$ cat src/rtl/core/llka_pkg.sv
// ----------------------------------------------------------------------------
// llka_pkg
// Shared types, register codes and fp32 helper functions for the
// cross-entropy Kahan accumulator.
// ----------------------------------------------------------------------------
package llka_pkg;

  localparam int unsigned MaxLabelsDefault = 65536;
  localparam int unsigned FifoDepth        = 4;
  localparam int unsigned FifoPtrW         = $clog2(FifoDepth);
  localparam int unsigned FifoCntW         = $clog2(FifoDepth + 1);

  typedef enum logic [1:0] {
    REG_ALPHA        = 2'd0,
    REG_LABEL_COUNT  = 2'd1,
    REG_INPUT_FORMAT = 2'd2
  } cfg_reg_e;

  typedef enum logic [1:0] {
    FMT_FP32 = 2'd0,
    FMT_FP64 = 2'd1,
    FMT_BF16 = 2'd2
  } fmt_e;

  typedef enum logic [1:0] {
    OP_ADD = 2'd0,
    OP_SUB = 2'd1,
    OP_MUL = 2'd2
  } fp_op_e;

  typedef enum logic [2:0] {
    PH_ISSUE = 3'b001,
    PH_NORM  = 3'b010,
    PH_ROUND = 3'b100
  } phase_e;

  typedef struct packed {
    logic [63:0] score_value;
    logic [63:0] logsumexp_value;
    logic [15:0] label;
    logic        last_column;
    logic        restart_total;
  } in_item_t;

  typedef struct packed {
    logic [31:0] total_bits;
    logic        label_missing;
  } out_item_t;

  typedef struct packed {
    logic [31:0] alpha_bits;
    logic [16:0] label_count;
    logic [1:0]  input_format;
  } cfg_t;

  // work handed from the front end to the back end
  typedef struct packed {
    logic [31:0] lse;
    logic [31:0] nscore;
    logic        matched;
    logic        final_col;
    logic        restart;
    logic        label_missing;
  } job_t;

  typedef struct packed {
    logic busy;
    logic result_load;
  } back_stat_t;

  // operation after operand alignment / product
  typedef struct packed {
    logic               special;
    logic [31:0]        spec_bits;
    logic               sign;
    logic               is_mul;
    logic signed [10:0] exp;
    logic [47:0]        wide;
  } fp_mid_t;

  // normalised mantissa with guard, round and sticky bits
  typedef struct packed {
    logic               special;
    logic [31:0]        spec_bits;
    logic               sign;
    logic signed [10:0] exp;
    logic [26:0]        man;
  } fp_norm_t;

  localparam logic [31:0] DefaultNan = 32'hFFC0_0000;

  function automatic logic is_nan(input logic [31:0] x);
    return (&x[30:23]) && (|x[22:0]);
  endfunction

  function automatic logic is_inf(input logic [31:0] x);
    return (&x[30:23]) && !(|x[22:0]);
  endfunction

  function automatic logic [31:0] narrow_fp64(input logic [63:0] raw);
    logic               sgn;
    logic [10:0]        e64;
    logic [51:0]        fr;
    logic signed [12:0] e32;
    logic [11:0]        s;
    logic [63:0]        x;
    logic [63:0]        q;
    logic [63:0]        half;
    logic               g;
    logic               st;
    logic               inc;
    logic [31:0]        r;
    sgn = raw[63];
    e64 = raw[62:52];
    fr  = raw[51:0];
    r   = {sgn, 31'd0};
    e32 = $signed({2'b00, e64}) - 13'sd896;
    if (e64 == 11'h7FF) begin
      if (fr != 52'd0) r = {sgn, 8'hFF, 1'b1, fr[50:29]};
      else             r = {sgn, 8'hFF, 23'd0};
    end else if (e64 == 11'd0) begin
      r = {sgn, 31'd0};
    end else if (e32 >= 13'sd255) begin
      r = {sgn, 8'hFF, 23'd0};
    end else if (e32 >= 13'sd1) begin
      g   = fr[28];
      st  = |fr[27:0];
      inc = g & (st | fr[29]);
      r   = {sgn, 31'({e32[7:0], fr[51:29]}) + 31'(inc)};
    end else begin
      s = 12'd926 - {1'b0, e64};
      x = {11'd0, 1'b1, fr};
      if (s > 12'd63) begin
        r = {sgn, 31'd0};
      end else begin
        q    = x >> s[5:0];
        half = 64'd1 << (s[5:0] - 6'd1);
        g    = |(x & half);
        st   = |(x & (half - 64'd1));
        inc  = g & (st | q[0]);
        r    = {sgn, q[30:0] + 31'(inc)};
      end
    end
    return r;
  endfunction

  function automatic logic [31:0] to_fp32(input logic [63:0] raw, input logic [1:0] fmt);
    logic [31:0] r;
    unique case (fmt)
      FMT_FP64: r = narrow_fp64(raw);
      FMT_BF16: r = {raw[15:0], 16'd0};
      default:  r = raw[31:0];
    endcase
    return r;
  endfunction

  function automatic fp_mid_t fp_add_pre(input logic [31:0] a, input logic [31:0] b);
    fp_mid_t     m;
    logic        swap;
    logic [31:0] x;
    logic [31:0] y;
    logic [7:0]  ex;
    logic [7:0]  ey;
    logic [7:0]  d;
    logic [26:0] mx;
    logic [26:0] my;
    logic [26:0] al;
    logic [27:0] sum;
    m = '0;
    if (is_nan(a)) begin
      m.special = 1'b1; m.spec_bits = a | 32'h0040_0000;
    end else if (is_nan(b)) begin
      m.special = 1'b1; m.spec_bits = b | 32'h0040_0000;
    end else if (is_inf(a)) begin
      m.special = 1'b1;
      m.spec_bits = (is_inf(b) && (a[31] != b[31])) ? DefaultNan : a;
    end else if (is_inf(b)) begin
      m.special = 1'b1; m.spec_bits = b;
    end else begin
      swap = b[30:0] > a[30:0];
      x    = swap ? b : a;
      y    = swap ? a : b;
      ex   = (x[30:23] == 8'd0) ? 8'd1 : x[30:23];
      ey   = (y[30:23] == 8'd0) ? 8'd1 : y[30:23];
      d    = ex - ey;
      mx   = {x[30:23] != 8'd0, x[22:0], 3'b000};
      my   = {y[30:23] != 8'd0, y[22:0], 3'b000};
      if (d > 8'd26) begin
        al = {26'd0, |my};
      end else begin
        al = (my >> d[4:0]) | 27'(|(my & ((27'd1 << d[4:0]) - 27'd1)));
      end
      if (x[31] ^ y[31]) sum = {1'b0, mx} - {1'b0, al};
      else               sum = {1'b0, mx} + {1'b0, al};
      if (sum == 28'd0) begin
        m.special = 1'b1; m.spec_bits = {x[31] & y[31], 31'd0};
      end else begin
        m.sign = x[31];
        m.exp  = $signed({3'b000, ex});
        m.wide = {20'd0, sum};
      end
    end
    return m;
  endfunction

  function automatic fp_mid_t fp_mul_pre(input logic [31:0] a, input logic [31:0] b);
    fp_mid_t    m;
    logic       sgn;
    logic [7:0] ea;
    logic [7:0] eb;
    m   = '0;
    sgn = a[31] ^ b[31];
    ea  = (a[30:23] == 8'd0) ? 8'd1 : a[30:23];
    eb  = (b[30:23] == 8'd0) ? 8'd1 : b[30:23];
    if (is_nan(a)) begin
      m.special = 1'b1; m.spec_bits = a | 32'h0040_0000;
    end else if (is_nan(b)) begin
      m.special = 1'b1; m.spec_bits = b | 32'h0040_0000;
    end else if (is_inf(a) || is_inf(b)) begin
      m.special = 1'b1;
      m.spec_bits = ((a[30:0] == 31'd0) || (b[30:0] == 31'd0)) ? DefaultNan
                                                               : {sgn, 8'hFF, 23'd0};
    end else if ((a[30:0] == 31'd0) || (b[30:0] == 31'd0)) begin
      m.special = 1'b1; m.spec_bits = {sgn, 31'd0};
    end else begin
      m.sign   = sgn;
      m.is_mul = 1'b1;
      m.exp    = $signed({3'b000, ea}) + $signed({3'b000, eb}) - 11'sd127;
      m.wide   = {a[30:23] != 8'd0, a[22:0]} * {b[30:23] != 8'd0, b[22:0]};
    end
    return m;
  endfunction

  function automatic fp_norm_t fp_norm(input fp_mid_t m);
    fp_norm_t           n;
    logic [4:0]         lz;
    logic [5:0]         lzw;
    logic signed [10:0] lim;
    logic signed [10:0] sh;
    logic signed [10:0] en;
    logic signed [10:0] rsh;
    logic [47:0]        p2;
    logic [26:0]        mm;
    n.special   = m.special;
    n.spec_bits = m.spec_bits;
    n.sign      = m.sign;
    n.exp       = m.exp;
    n.man       = '0;
    lz  = 5'd27;
    lzw = 6'd48;
    for (int i = 0; i < 27; i++) if (m.wide[i]) lz = 5'(26 - i);
    for (int i = 0; i < 48; i++) if (m.wide[i]) lzw = 6'(47 - i);
    if (!m.special) begin
      if (!m.is_mul) begin
        if (m.wide[27]) begin
          n.man = {m.wide[27:2], m.wide[1] | m.wide[0]};
          n.exp = m.exp + 11'sd1;
        end else begin
          lim   = m.exp - 11'sd1;
          sh    = ($signed({6'd0, lz}) < lim) ? $signed({6'd0, lz}) : lim;
          n.man = m.wide[26:0] << sh[4:0];
          n.exp = m.exp - sh;
        end
      end else begin
        p2 = m.wide << lzw;
        mm = {p2[47:22], |p2[21:0]};
        en = m.exp + 11'sd1 - $signed({5'd0, lzw});
        if (en >= 11'sd1) begin
          n.man = mm;
          n.exp = en;
        end else begin
          rsh = 11'sd1 - en;
          if (rsh > 11'sd26) n.man = {26'd0, |mm};
          else n.man = (mm >> rsh[4:0]) | 27'(|(mm & ((27'd1 << rsh[4:0]) - 27'd1)));
          n.exp = 11'sd1;
        end
      end
    end
    return n;
  endfunction

  function automatic logic [31:0] fp_round(input fp_norm_t n);
    logic               inc;
    logic [24:0]        mant;
    logic signed [10:0] ef;
    logic [22:0]        fr;
    logic [31:0]        r;
    inc  = n.man[2] & ((|n.man[1:0]) | n.man[3]);
    mant = {1'b0, n.man[26:3]} + 25'(inc);
    if (mant[24]) begin
      ef = n.exp + 11'sd1;
      fr = 23'd0;
    end else begin
      ef = mant[23] ? n.exp : 11'sd0;
      fr = mant[22:0];
    end
    if (n.special)           r = n.spec_bits;
    else if (ef >= 11'sd255) r = {n.sign, 8'hFF, 23'd0};
    else                     r = {n.sign, ef[7:0], fr};
    return r;
  endfunction

endpackage

$ cat src/rtl/core/llka_front.sv
// ----------------------------------------------------------------------------
// llka_front
// Row tracking, label match, input decoding and job creation.
// ----------------------------------------------------------------------------
module llka_front #(
  parameter int unsigned MAX_LABELS = llka_pkg::MaxLabelsDefault
) (
  input  logic               clk_i,
  input  logic               rst_ni,
  input  logic               in_valid_i,
  output logic               in_ready_o,
  input  llka_pkg::in_item_t in_data_i,
  input  llka_pkg::cfg_t     cfg_i,
  input  logic               fifo_full_i,
  output logic               push_o,
  output llka_pkg::job_t     job_o
);
  import llka_pkg::*;

  localparam int unsigned LimitRows = (MAX_LABELS < 65536) ? MAX_LABELS : 65536;
  localparam int unsigned RowW      = $clog2(LimitRows);

  logic [RowW-1:0] row_q, row_d;
  logic            col_match_q, col_match_d;
  logic            err_q, err_d;
  logic [16:0]     rows;
  logic            accept, match, col_end, closing, col_err;
  logic [31:0]     score32;

  always_comb begin
    if (cfg_i.label_count == 17'd0)                 rows = 17'd1;
    else if (cfg_i.label_count > 17'(LimitRows))    rows = 17'(LimitRows);
    else                                            rows = cfg_i.label_count;
  end

  assign in_ready_o = !fifo_full_i;
  assign accept     = in_valid_i && in_ready_o;
  assign match      = 17'(row_q) == {1'b0, in_data_i.label};
  assign col_end    = (17'(row_q) + 17'd1) >= rows;
  assign closing    = col_end && in_data_i.last_column;
  assign col_err    = col_end && !(col_match_q || match);
  assign score32    = to_fp32(in_data_i.score_value, cfg_i.input_format);

  assign push_o              = accept && (match || closing || in_data_i.restart_total);
  assign job_o.lse           = to_fp32(in_data_i.logsumexp_value, cfg_i.input_format);
  assign job_o.nscore        = {~score32[31], score32[30:0]};
  assign job_o.matched       = match;
  assign job_o.final_col     = closing;
  assign job_o.restart       = in_data_i.restart_total;
  assign job_o.label_missing = err_q | col_err;

  always_comb begin
    row_d       = row_q;
    col_match_d = col_match_q;
    err_d       = err_q;
    if (accept) begin
      row_d       = col_end ? '0 : row_q + RowW'(1);
      col_match_d = col_end ? 1'b0 : (col_match_q | match);
      err_d       = closing ? 1'b0 : (err_q | col_err);
    end
  end

  always_ff @(posedge clk_i or negedge rst_ni) begin
    if (!rst_ni) begin
      row_q       <= '0;
      col_match_q <= 1'b0;
      err_q       <= 1'b0;
    end else begin
      row_q       <= row_d;
      col_match_q <= col_match_d;
      err_q       <= err_d;
    end
  end

endmodule

$ cat src/rtl/core/llka_fifo.sv
// ----------------------------------------------------------------------------
// llka_fifo
// Short job queue decoupling the front end from the arithmetic back end.
// ----------------------------------------------------------------------------
module llka_fifo (
  input  logic                            clk_i,
  input  logic                            rst_ni,
  input  logic                            push_i,
  input  llka_pkg::job_t                  data_i,
  output logic                            full_o,
  output logic                            valid_o,
  output llka_pkg::job_t                  data_o,
  input  logic                            pop_i,
  output logic [llka_pkg::FifoCntW-1:0]   count_o
);
  import llka_pkg::*;

  job_t                mem_q [FifoDepth];
  logic [FifoPtrW-1:0] wr_q, rd_q;
  logic [FifoCntW-1:0] cnt_q;

  assign full_o  = cnt_q == FifoCntW'(FifoDepth);
  assign valid_o = cnt_q != '0;
  assign data_o  = mem_q[rd_q];
  assign count_o = cnt_q;

  always_ff @(posedge clk_i) begin
    if (push_i) mem_q[wr_q] <= data_i;
  end

  always_ff @(posedge clk_i or negedge rst_ni) begin
    if (!rst_ni) begin
      wr_q  <= '0;
      rd_q  <= '0;
      cnt_q <= '0;
    end else begin
      if (push_i) wr_q <= (wr_q == FifoPtrW'(FifoDepth - 1)) ? '0 : wr_q + FifoPtrW'(1);
      if (pop_i)  rd_q <= (rd_q == FifoPtrW'(FifoDepth - 1)) ? '0 : rd_q + FifoPtrW'(1);
      cnt_q <= cnt_q + FifoCntW'(push_i) - FifoCntW'(pop_i);
    end
  end

endmodule

$ cat src/rtl/core/llka_back.sv
// ----------------------------------------------------------------------------
// llka_back
// Kahan steps and final scaling on one shared fp32 add/multiply datapath.
// ----------------------------------------------------------------------------
module llka_back (
  input  logic                 clk_i,
  input  logic                 rst_ni,
  input  logic [31:0]          alpha_i,
  input  logic                 job_valid_i,
  input  llka_pkg::job_t       job_i,
  output logic                 pop_o,
  output logic                 out_valid_o,
  input  logic                 out_ready_i,
  output llka_pkg::out_item_t  out_data_o,
  output llka_pkg::back_stat_t stat_o
);
  import llka_pkg::*;

  localparam logic [3:0] StepLseEnd   = 4'd7;
  localparam logic [3:0] StepFinal    = 4'd8;
  localparam logic [3:0] StepLast     = 4'd11;

  logic        busy_q;
  phase_e      phase_q;
  logic [3:0]  step_q;
  job_t        job_q;
  logic [31:0] sum_q, comp_q, tot_q, y_q, t_q, d_q;
  fp_mid_t     mid_q;
  fp_norm_t    norm_q;
  out_item_t   out_q;
  logic        out_valid_q;

  fp_op_e      op;
  logic [31:0] opa, opb, opb_neg, res;
  logic        round_go, result_load, step_done;

  // micro-program: two Kahan updates on match, scale and add at batch end
  always_comb begin
    unique case (step_q)
      4'd0:    begin op = OP_SUB; opa = job_q.lse;    opb = comp_q; end
      4'd4:    begin op = OP_SUB; opa = job_q.nscore; opb = comp_q; end
      4'd1,
      4'd5:    begin op = OP_ADD; opa = sum_q;        opb = y_q;    end
      4'd2,
      4'd6:    begin op = OP_SUB; opa = t_q;          opb = sum_q;  end
      4'd3,
      4'd7:    begin op = OP_SUB; opa = d_q;          opb = y_q;    end
      4'd8:    begin op = OP_MUL; opa = alpha_i;      opb = comp_q; end
      4'd9:    begin op = OP_MUL; opa = alpha_i;      opb = sum_q;  end
      4'd10:   begin op = OP_SUB; opa = tot_q;        opb = y_q;    end
      default: begin op = OP_ADD; opa = d_q;          opb = t_q;    end
    endcase
  end

  assign opb_neg = is_nan(opb) ? opb : {~opb[31], opb[30:0]};
  assign res     = fp_round(norm_q);

  assign pop_o       = !busy_q && job_valid_i;
  assign round_go    = busy_q && (phase_q == PH_ROUND) &&
                       !((step_q == StepLast) && out_valid_q && !out_ready_i);
  assign step_done   = round_go && ((step_q == StepLast) ||
                       ((step_q == StepLseEnd) && !job_q.final_col));
  assign result_load = round_go && (step_q == StepLast);

  assign out_valid_o        = out_valid_q;
  assign out_data_o         = out_q;
  assign stat_o.busy        = busy_q;
  assign stat_o.result_load = result_load;

  // datapath payload
  always_ff @(posedge clk_i) begin
    if (pop_o) job_q <= job_i;
    if (busy_q && (phase_q == PH_ISSUE)) begin
      mid_q <= (op == OP_MUL) ? fp_mul_pre(opa, opb)
                              : fp_add_pre(opa, (op == OP_SUB) ? opb_neg : opb);
    end
    if (busy_q && (phase_q == PH_NORM)) norm_q <= fp_norm(mid_q);
    if (round_go) begin
      unique case (step_q)
        4'd0, 4'd4, 4'd8: y_q <= res;
        4'd1, 4'd5, 4'd9: t_q <= res;
        4'd2, 4'd6, 4'd10: d_q <= res;
        default: ;
      endcase
    end
    if (result_load) out_q <= '{total_bits: res, label_missing: job_q.label_missing};
  end

  // control and accumulator state
  always_ff @(posedge clk_i or negedge rst_ni) begin
    if (!rst_ni) begin
      busy_q      <= 1'b0;
      phase_q     <= PH_ISSUE;
      step_q      <= '0;
      sum_q       <= '0;
      comp_q      <= '0;
      tot_q       <= '0;
      out_valid_q <= 1'b0;
    end else begin
      if (out_valid_q && out_ready_i && !result_load) out_valid_q <= 1'b0;
      if (pop_o) begin
        if (job_i.restart) tot_q <= '0;
        busy_q  <= job_i.matched || job_i.final_col;
        step_q  <= job_i.matched ? 4'd0 : StepFinal;
        phase_q <= PH_ISSUE;
      end else if (busy_q) begin
        unique case (phase_q)
          PH_ISSUE: phase_q <= PH_NORM;
          PH_NORM:  phase_q <= PH_ROUND;
          PH_ROUND: begin
            if (round_go) begin
              phase_q <= PH_ISSUE;
              step_q  <= step_q + 4'd1;
              if ((step_q == 4'd3) || (step_q == StepLseEnd)) begin
                comp_q <= res;
                sum_q  <= t_q;
              end
              if (step_q == StepLast) begin
                tot_q       <= res;
                sum_q       <= '0;
                comp_q      <= '0;
                out_valid_q <= 1'b1;
              end
              if (step_done) busy_q <= 1'b0;
            end
          end
          default: phase_q <= PH_ISSUE;
        endcase
      end
    end
  end

endmodule

$ cat src/rtl/core/label_loss_kahan_accumulator.sv
// ----------------------------------------------------------------------------
// label_loss_kahan_accumulator
// Cross-entropy total with fp32 Kahan summation over a streamed score matrix.
// ----------------------------------------------------------------------------
// Usage:
//   Input channel (in_valid_i/in_ready_o/in_data_i): one score element per
//   transfer, column by column, with the column's logsumexp and label.
//   Output channel (out_valid_o/out_ready_i/out_data_o): one transfer per
//   batch, after the final element of a column marked last_column.
//   Config channel (cfg_valid_i/cfg_ready_o): always ready; write only while
//   idle. Registers: alpha_bits, label_count, input_format.
// Throughput: an element that is neither the labelled row, a restart nor a
//   batch end never enters the back end. A labelled element occupies the
//   shared fp32 datapath for 8 operations, each through issue, normalise
//   and round, after its job is fetched; a batch end adds 4 operations.
//   The 4-entry job queue absorbs bursts, so one element per cycle is
//   accepted while the queue is not full.
// Result: out_valid_o comes from a register set when the closing add is
//   rounded, after any queued work ahead of the batch end.
// Reset: clears row counter, Kahan sum/compensation, running total, error
//   flag, queue and output; registers return to alpha 1.0, 65536 rows, fp32.
// Stall: a held output stalls the back end at its last rounding; the queue
//   then fills and in_ready_o drops.
// ----------------------------------------------------------------------------
module label_loss_kahan_accumulator #(
  parameter int unsigned MAX_LABELS = llka_pkg::MaxLabelsDefault
) (
  input  logic                clk_i,
  input  logic                rst_ni,
  input  logic                in_valid_i,
  output logic                in_ready_o,
  input  llka_pkg::in_item_t  in_data_i,
  output logic                out_valid_o,
  input  logic                out_ready_i,
  output llka_pkg::out_item_t out_data_o,
  input  logic                cfg_valid_i,
  output logic                cfg_ready_o,
  input  logic [1:0]          cfg_index_i,
  input  logic [31:0]         cfg_data_i
);
  import llka_pkg::*;

  cfg_t                cfg_q;
  logic                push, fifo_full, fifo_valid, pop;
  job_t                job_in, job_out;
  logic [FifoCntW-1:0] fifo_count;
  back_stat_t          bstat;

  // config registers: take any write, ignore unknown indexes
  assign cfg_ready_o = 1'b1;

  always_ff @(posedge clk_i or negedge rst_ni) begin
    if (!rst_ni) begin
      cfg_q.alpha_bits   <= 32'h3F80_0000;
      cfg_q.label_count  <= 17'h1_0000;
      cfg_q.input_format <= FMT_FP32;
    end else if (cfg_valid_i && cfg_ready_o) begin
      unique case (cfg_index_i)
        REG_ALPHA:        cfg_q.alpha_bits   <= cfg_data_i;
        REG_LABEL_COUNT:  cfg_q.label_count  <= cfg_data_i[16:0];
        REG_INPUT_FORMAT: cfg_q.input_format <= cfg_data_i[1:0];
        default: ;
      endcase
    end
  end

  // front end: count rows, match the label, decode, queue work
  llka_front #(
    .MAX_LABELS(MAX_LABELS)
  ) u_front (
    .clk_i       (clk_i),
    .rst_ni      (rst_ni),
    .in_valid_i  (in_valid_i),
    .in_ready_o  (in_ready_o),
    .in_data_i   (in_data_i),
    .cfg_i       (cfg_q),
    .fifo_full_i (fifo_full),
    .push_o      (push),
    .job_o       (job_in)
  );

  llka_fifo u_fifo (
    .clk_i   (clk_i),
    .rst_ni  (rst_ni),
    .push_i  (push),
    .data_i  (job_in),
    .full_o  (fifo_full),
    .valid_o (fifo_valid),
    .data_o  (job_out),
    .pop_i   (pop),
    .count_o (fifo_count)
  );

  // back end: Kahan arithmetic and final result register
  llka_back u_back (
    .clk_i       (clk_i),
    .rst_ni      (rst_ni),
    .alpha_i     (cfg_q.alpha_bits),
    .job_valid_i (fifo_valid),
    .job_i       (job_out),
    .pop_o       (pop),
    .out_valid_o (out_valid_o),
    .out_ready_i (out_ready_i),
    .out_data_o  (out_data_o),
    .stat_o      (bstat)
  );

  a_fifo_bound: assert property (@(posedge clk_i) disable iff (!rst_ni)
    fifo_count <= FifoCntW'(FifoDepth))
    else $error("job queue count beyond depth");

  a_load_busy: assert property (@(posedge clk_i) disable iff (!rst_ni)
    bstat.result_load |-> bstat.busy)
    else $error("result loaded while back end idle");

  a_rise_from_load: assert property (@(posedge clk_i) disable iff (!rst_ni)
    $rose(out_valid_o) |-> $past(bstat.result_load))
    else $error("output valid without a result load");

endmodule
$ cat config.mk
export PLATFORM = sky130hd
export DESIGN_NAME = label_loss_kahan_accumulator
export DESIGN_NICKNAME = d
export VERILOG_FILES = /design/src/rtl/core/llka_pkg.sv /design/src/rtl/core/llka_front.sv /design/src/rtl/core/llka_fifo.sv /design/src/rtl/core/llka_back.sv /design/src/rtl/core/label_loss_kahan_accumulator.sv
export SDC_FILE = /design/constraint.sdc
export NUM_CORES = 2
export LEC_CHECK = 0
export ABC_AREA = 1
export BUFFER_PORTS_ARGS = -buffer_cell sky130_fd_sc_hd__buf_2
export CAP_MARGIN = 20
export CORE_MARGIN = 2
export CORE_UTILIZATION = 30
export DETAILED_ROUTE_END_ITERATION = 6
export SLEW_MARGIN = 5
export SYNTH_ARGS = -nofsm -noshare
export SYNTH_HDL_FRONTEND = slang
export SYNTH_SLANG_ARGS = --single-unit
$ cat constraint.sdc
create_clock -name clk_i -period 14.9 [get_ports clk_i]
set_input_delay 1.49 -clock clk_i [delete_from_list [all_inputs] [get_ports clk_i]]
set_output_delay 1.49 -clock clk_i [all_outputs]
set_load 0.005 [all_outputs]
==> results.cfg <==
[routing]
vias_per_cell = 5.39
first_iter_violations = 9495
drt_pass1_iterations = 7
ant_nets = 0
drc = 5
wire_per_inst_um = 23.1
wirelength_mm = 347
vias = 81221

[final_layout]
drive_gt1_share_pct = 7.27
area_delta_synth_final_pct = 9.24
final_nets = 12323

[clocking]
clkSinkCount = 814
clockBufferDepth = 3
worst_skew_pair.late_latency_ps = 720
path_clk_slew_ps = 70
cts_root_buf = clkbuf_16
cts_buffers = 87
cts_hold_buf = 0
cts_max_level = 3
cts_tree = yes

[grt]
grt_overflow_total = 0
grt.total_usage_pct = 23.6
antenna_found_initial = 20
grt_pass1_wl_mm = 507
grt_pass1_vias = 75918
grt_max_degree = 101

[timing]
period_share_pct = 92.5
slew_headroom_pct = 13.5
fin_skew_ps = 40.4
timing.setup.tns_ps = 0
rsz0062_at_grt = no
hold_viol = 0
worst_slew_pin_slew_ps = 1290
finalSetupViolations = 0
slew_violations = 0
timing.fmax_ghz = 0.0726
fin_crit_ps = 13780

[synth]
async_reset_ff_share_pct = 22.2
ys_top_cells_by_area = edfxtp_1, fa_1, nand2_1
ys_warn_count = 0
ys_types = 102
synth_top_family_by_area = simple AND/OR/NAND/NOR gates
synth.yosys.seq_area_share_pct = 28.2
synth_fa_ha_area_share_pct = 17.3
muxShareOfSynthArea_pct = 1.59
synth_common_cells = nand2_1, inv_1, nor2_1, o21ai_0, nand3_1
synth.most_common_cell = nand2_1
synth_largest_area_cell = edfxtp_1
avgSynthCellArea_um2 = 7.36
syn-cell-area_um2 = 83600
ys_ff_latch = 814
synth_xor_area_share_pct = 1.93
synth_compound_gate_area_share_pct = 15.4
synth_edf_count = 633
ys.flop_type = edfxtp_1
yosys.area_share.simple_pct = 25.0
synth_top_area_share_pct = 22.7
synthesis.nets = 12402
netlist_instances = 11357

[critical_path]
regToRegStartpoint = u_back.step_q[0]
crit_end = u_back.mid_q[1]
crit_start = u_back.step_q[0]
crit_type = flip-flop to flip-flop
crit_path_max_incr_delay_ps = 500
crit_path_max_fanout = 32
crit-reg2reg-capture = u_back.mid_q[1]
r2r_cells = 66
cp-end-kind = flip-flop
path_common_cell = nor2_1
crit_required_ps = 15410
rrSetupSlack_ps = 1120
crit_path_start_kind = flip-flop
cp_slowest_cell = nor4_4
cp_data_arrival_time_ps = 14290

[die]
core_um2 = 277000
num_rows = 193
num_io_pins = 221
initial_core_util_pct = 30.2
die_h_um = 532
die-width_um = 532
die-area_um2 = 283000

[min_path]
hold_class = flip-flop to flip-flop

[placed_design]
place_congestion = 1.02
io_buffers = 219
hpwlAfterDp_mm = 273

[outcome]
status = complete, but fails checks
violations = DRC

[flow_run]
max-cap-violations = 0
==> cells in the final DEF (no fill, tap or decap), drive strengths merged, types with 9 or more instances in the layout <==
cell,instances
or2,68
dfrtp,172
a22o,9
fa,488
a21oi,396
o21a,43
o221ai,44
a31oi,38
nor2,1197
o31ai,32
nand2,2299
nor3,180
edfxtp,633
nand3,864
clkbuf,126
nand4,128
ha,372
a221oi,56
o32ai,11
a22oi,59
nand3b,10
mux2i,116
xnor2,42
nor4,101
o211ai,57
clkinvlp,9
clkinv,52
mux2,15
dfstp,9
buf,376
and2,9
a211oi,24
o21bai,13
inv,1727
a21o,10
xor2,132
o21ai,1082
o2111ai,12
o22ai,275
==> final cells by class <==
class | instances | area, µm²
well taps | 3705 | 4640
fillers | 29972 | 185000
inverters | 1749 | 6600
diodes | 6 | 15.0
clock buffers | 125 | 2460
clock inverters | 39 | 355
flip-flops and latches | 814 | 23600
repair buffers | 377 | 2300
repair inverters | 2 | 10.0
multi-input cells | 8247 | 51400
==> metrics by stage <==
stage                     instances  area, µm²  hold slack [ps]  setup WS, ps  utilization (%)
after floorplan               11357      83600              400          3940                -
after global placement        14888      88400              401          1120             31.9
after detailed placement      14889      88400              405           730             31.9
after CTS                     15053      91200              416           712             33.0
after global routing          15059      91300              418          40.7             33.0
final                         15064      91300              411          1120             33.0
==> metal layers <==
| layer | track usage [%] | routed length (µm) | vias to the layer above |
|---|---|---|---|
| met3 | 3.36 | 28200 | 884 |
| li1 | - | - | 37577 |
| met5 | 0 | 103 | - |
| met1 | 30.9 | 142000 | 38710 |
| met2 | 37.4 | 155000 | 4034 |
| met4 | 12.8 | 22400 | 16 |
==> state kept, by name, indices dropped and copies added (netlist names), 32 cells and up <==
| register | cells |
|---|---|
| u_back.mid_q | 94 |
| u_back.d_q | 32 |
| u_back.norm_q | 72 |
| u_back.out_data_o | 33 |
| u_back.job_q | 66 |
| u_fifo.mem_q | 272 |
| u_back.t_q | 32 |
| u_back.sum_q | 32 |
| cfg_q | 51 |
| u_back.comp_q | 32 |
| u_back.tot_q | 32 |
| u_back.y_q | 32 |
==> kinds of logic after synthesis <==
family | Yosys count
AOI/OAI and AO/OA | 2205
xor gates and xnor gates | 174
adders and majority gates | 861
buffers and inverters | 2297
DFF | 814
muxes | 131
other | 1
and+or+nand+nor | 4874
==> worst min-delay path by stage <==
stage / start / slack (ps) / cells past startpoint / end
after global routing: u_back.mid_q[67] / 420 / 0 / u_back.norm_q[45]
after global placement: u_back.mid_q[85] / 400 / 0 / u_back.norm_q[63]
after detailed placement: u_back.mid_q[66] / 400 / 0 / u_back.norm_q[44]
final: u_back.mid_q[77] / 410 / 0 / u_back.norm_q[55]
after CTS: u_back.mid_q[67] / 420 / 0 / u_back.norm_q[45]
after floorplan: u_back.mid_q[60] / 400 / 0 / u_back.norm_q[38]
==> what timing repair did <==
action                                  in CTS  in global routing
endpoints found under the setup margin       0                 39
gates resized for setup                      0                 11
setup buffers                                0                  1
==> worst max-delay path, delay by kind of cell (launching register included) <==
kind | cells | cell delay (ps)
AO/OA/AOI/OAI | 19 | 4090
buffers and inverters | 14 | 2910
flip-flops | 1 | 430
adder cells (fa/ha/maj) | 5 | 1520
XOR/XNOR | 1 | 120
AND/OR/NAND/NOR | 27 | 4470
Power is not shown: default switching activity piles up to over one toggle a cycle in this logic, so the estimate is an artifact.
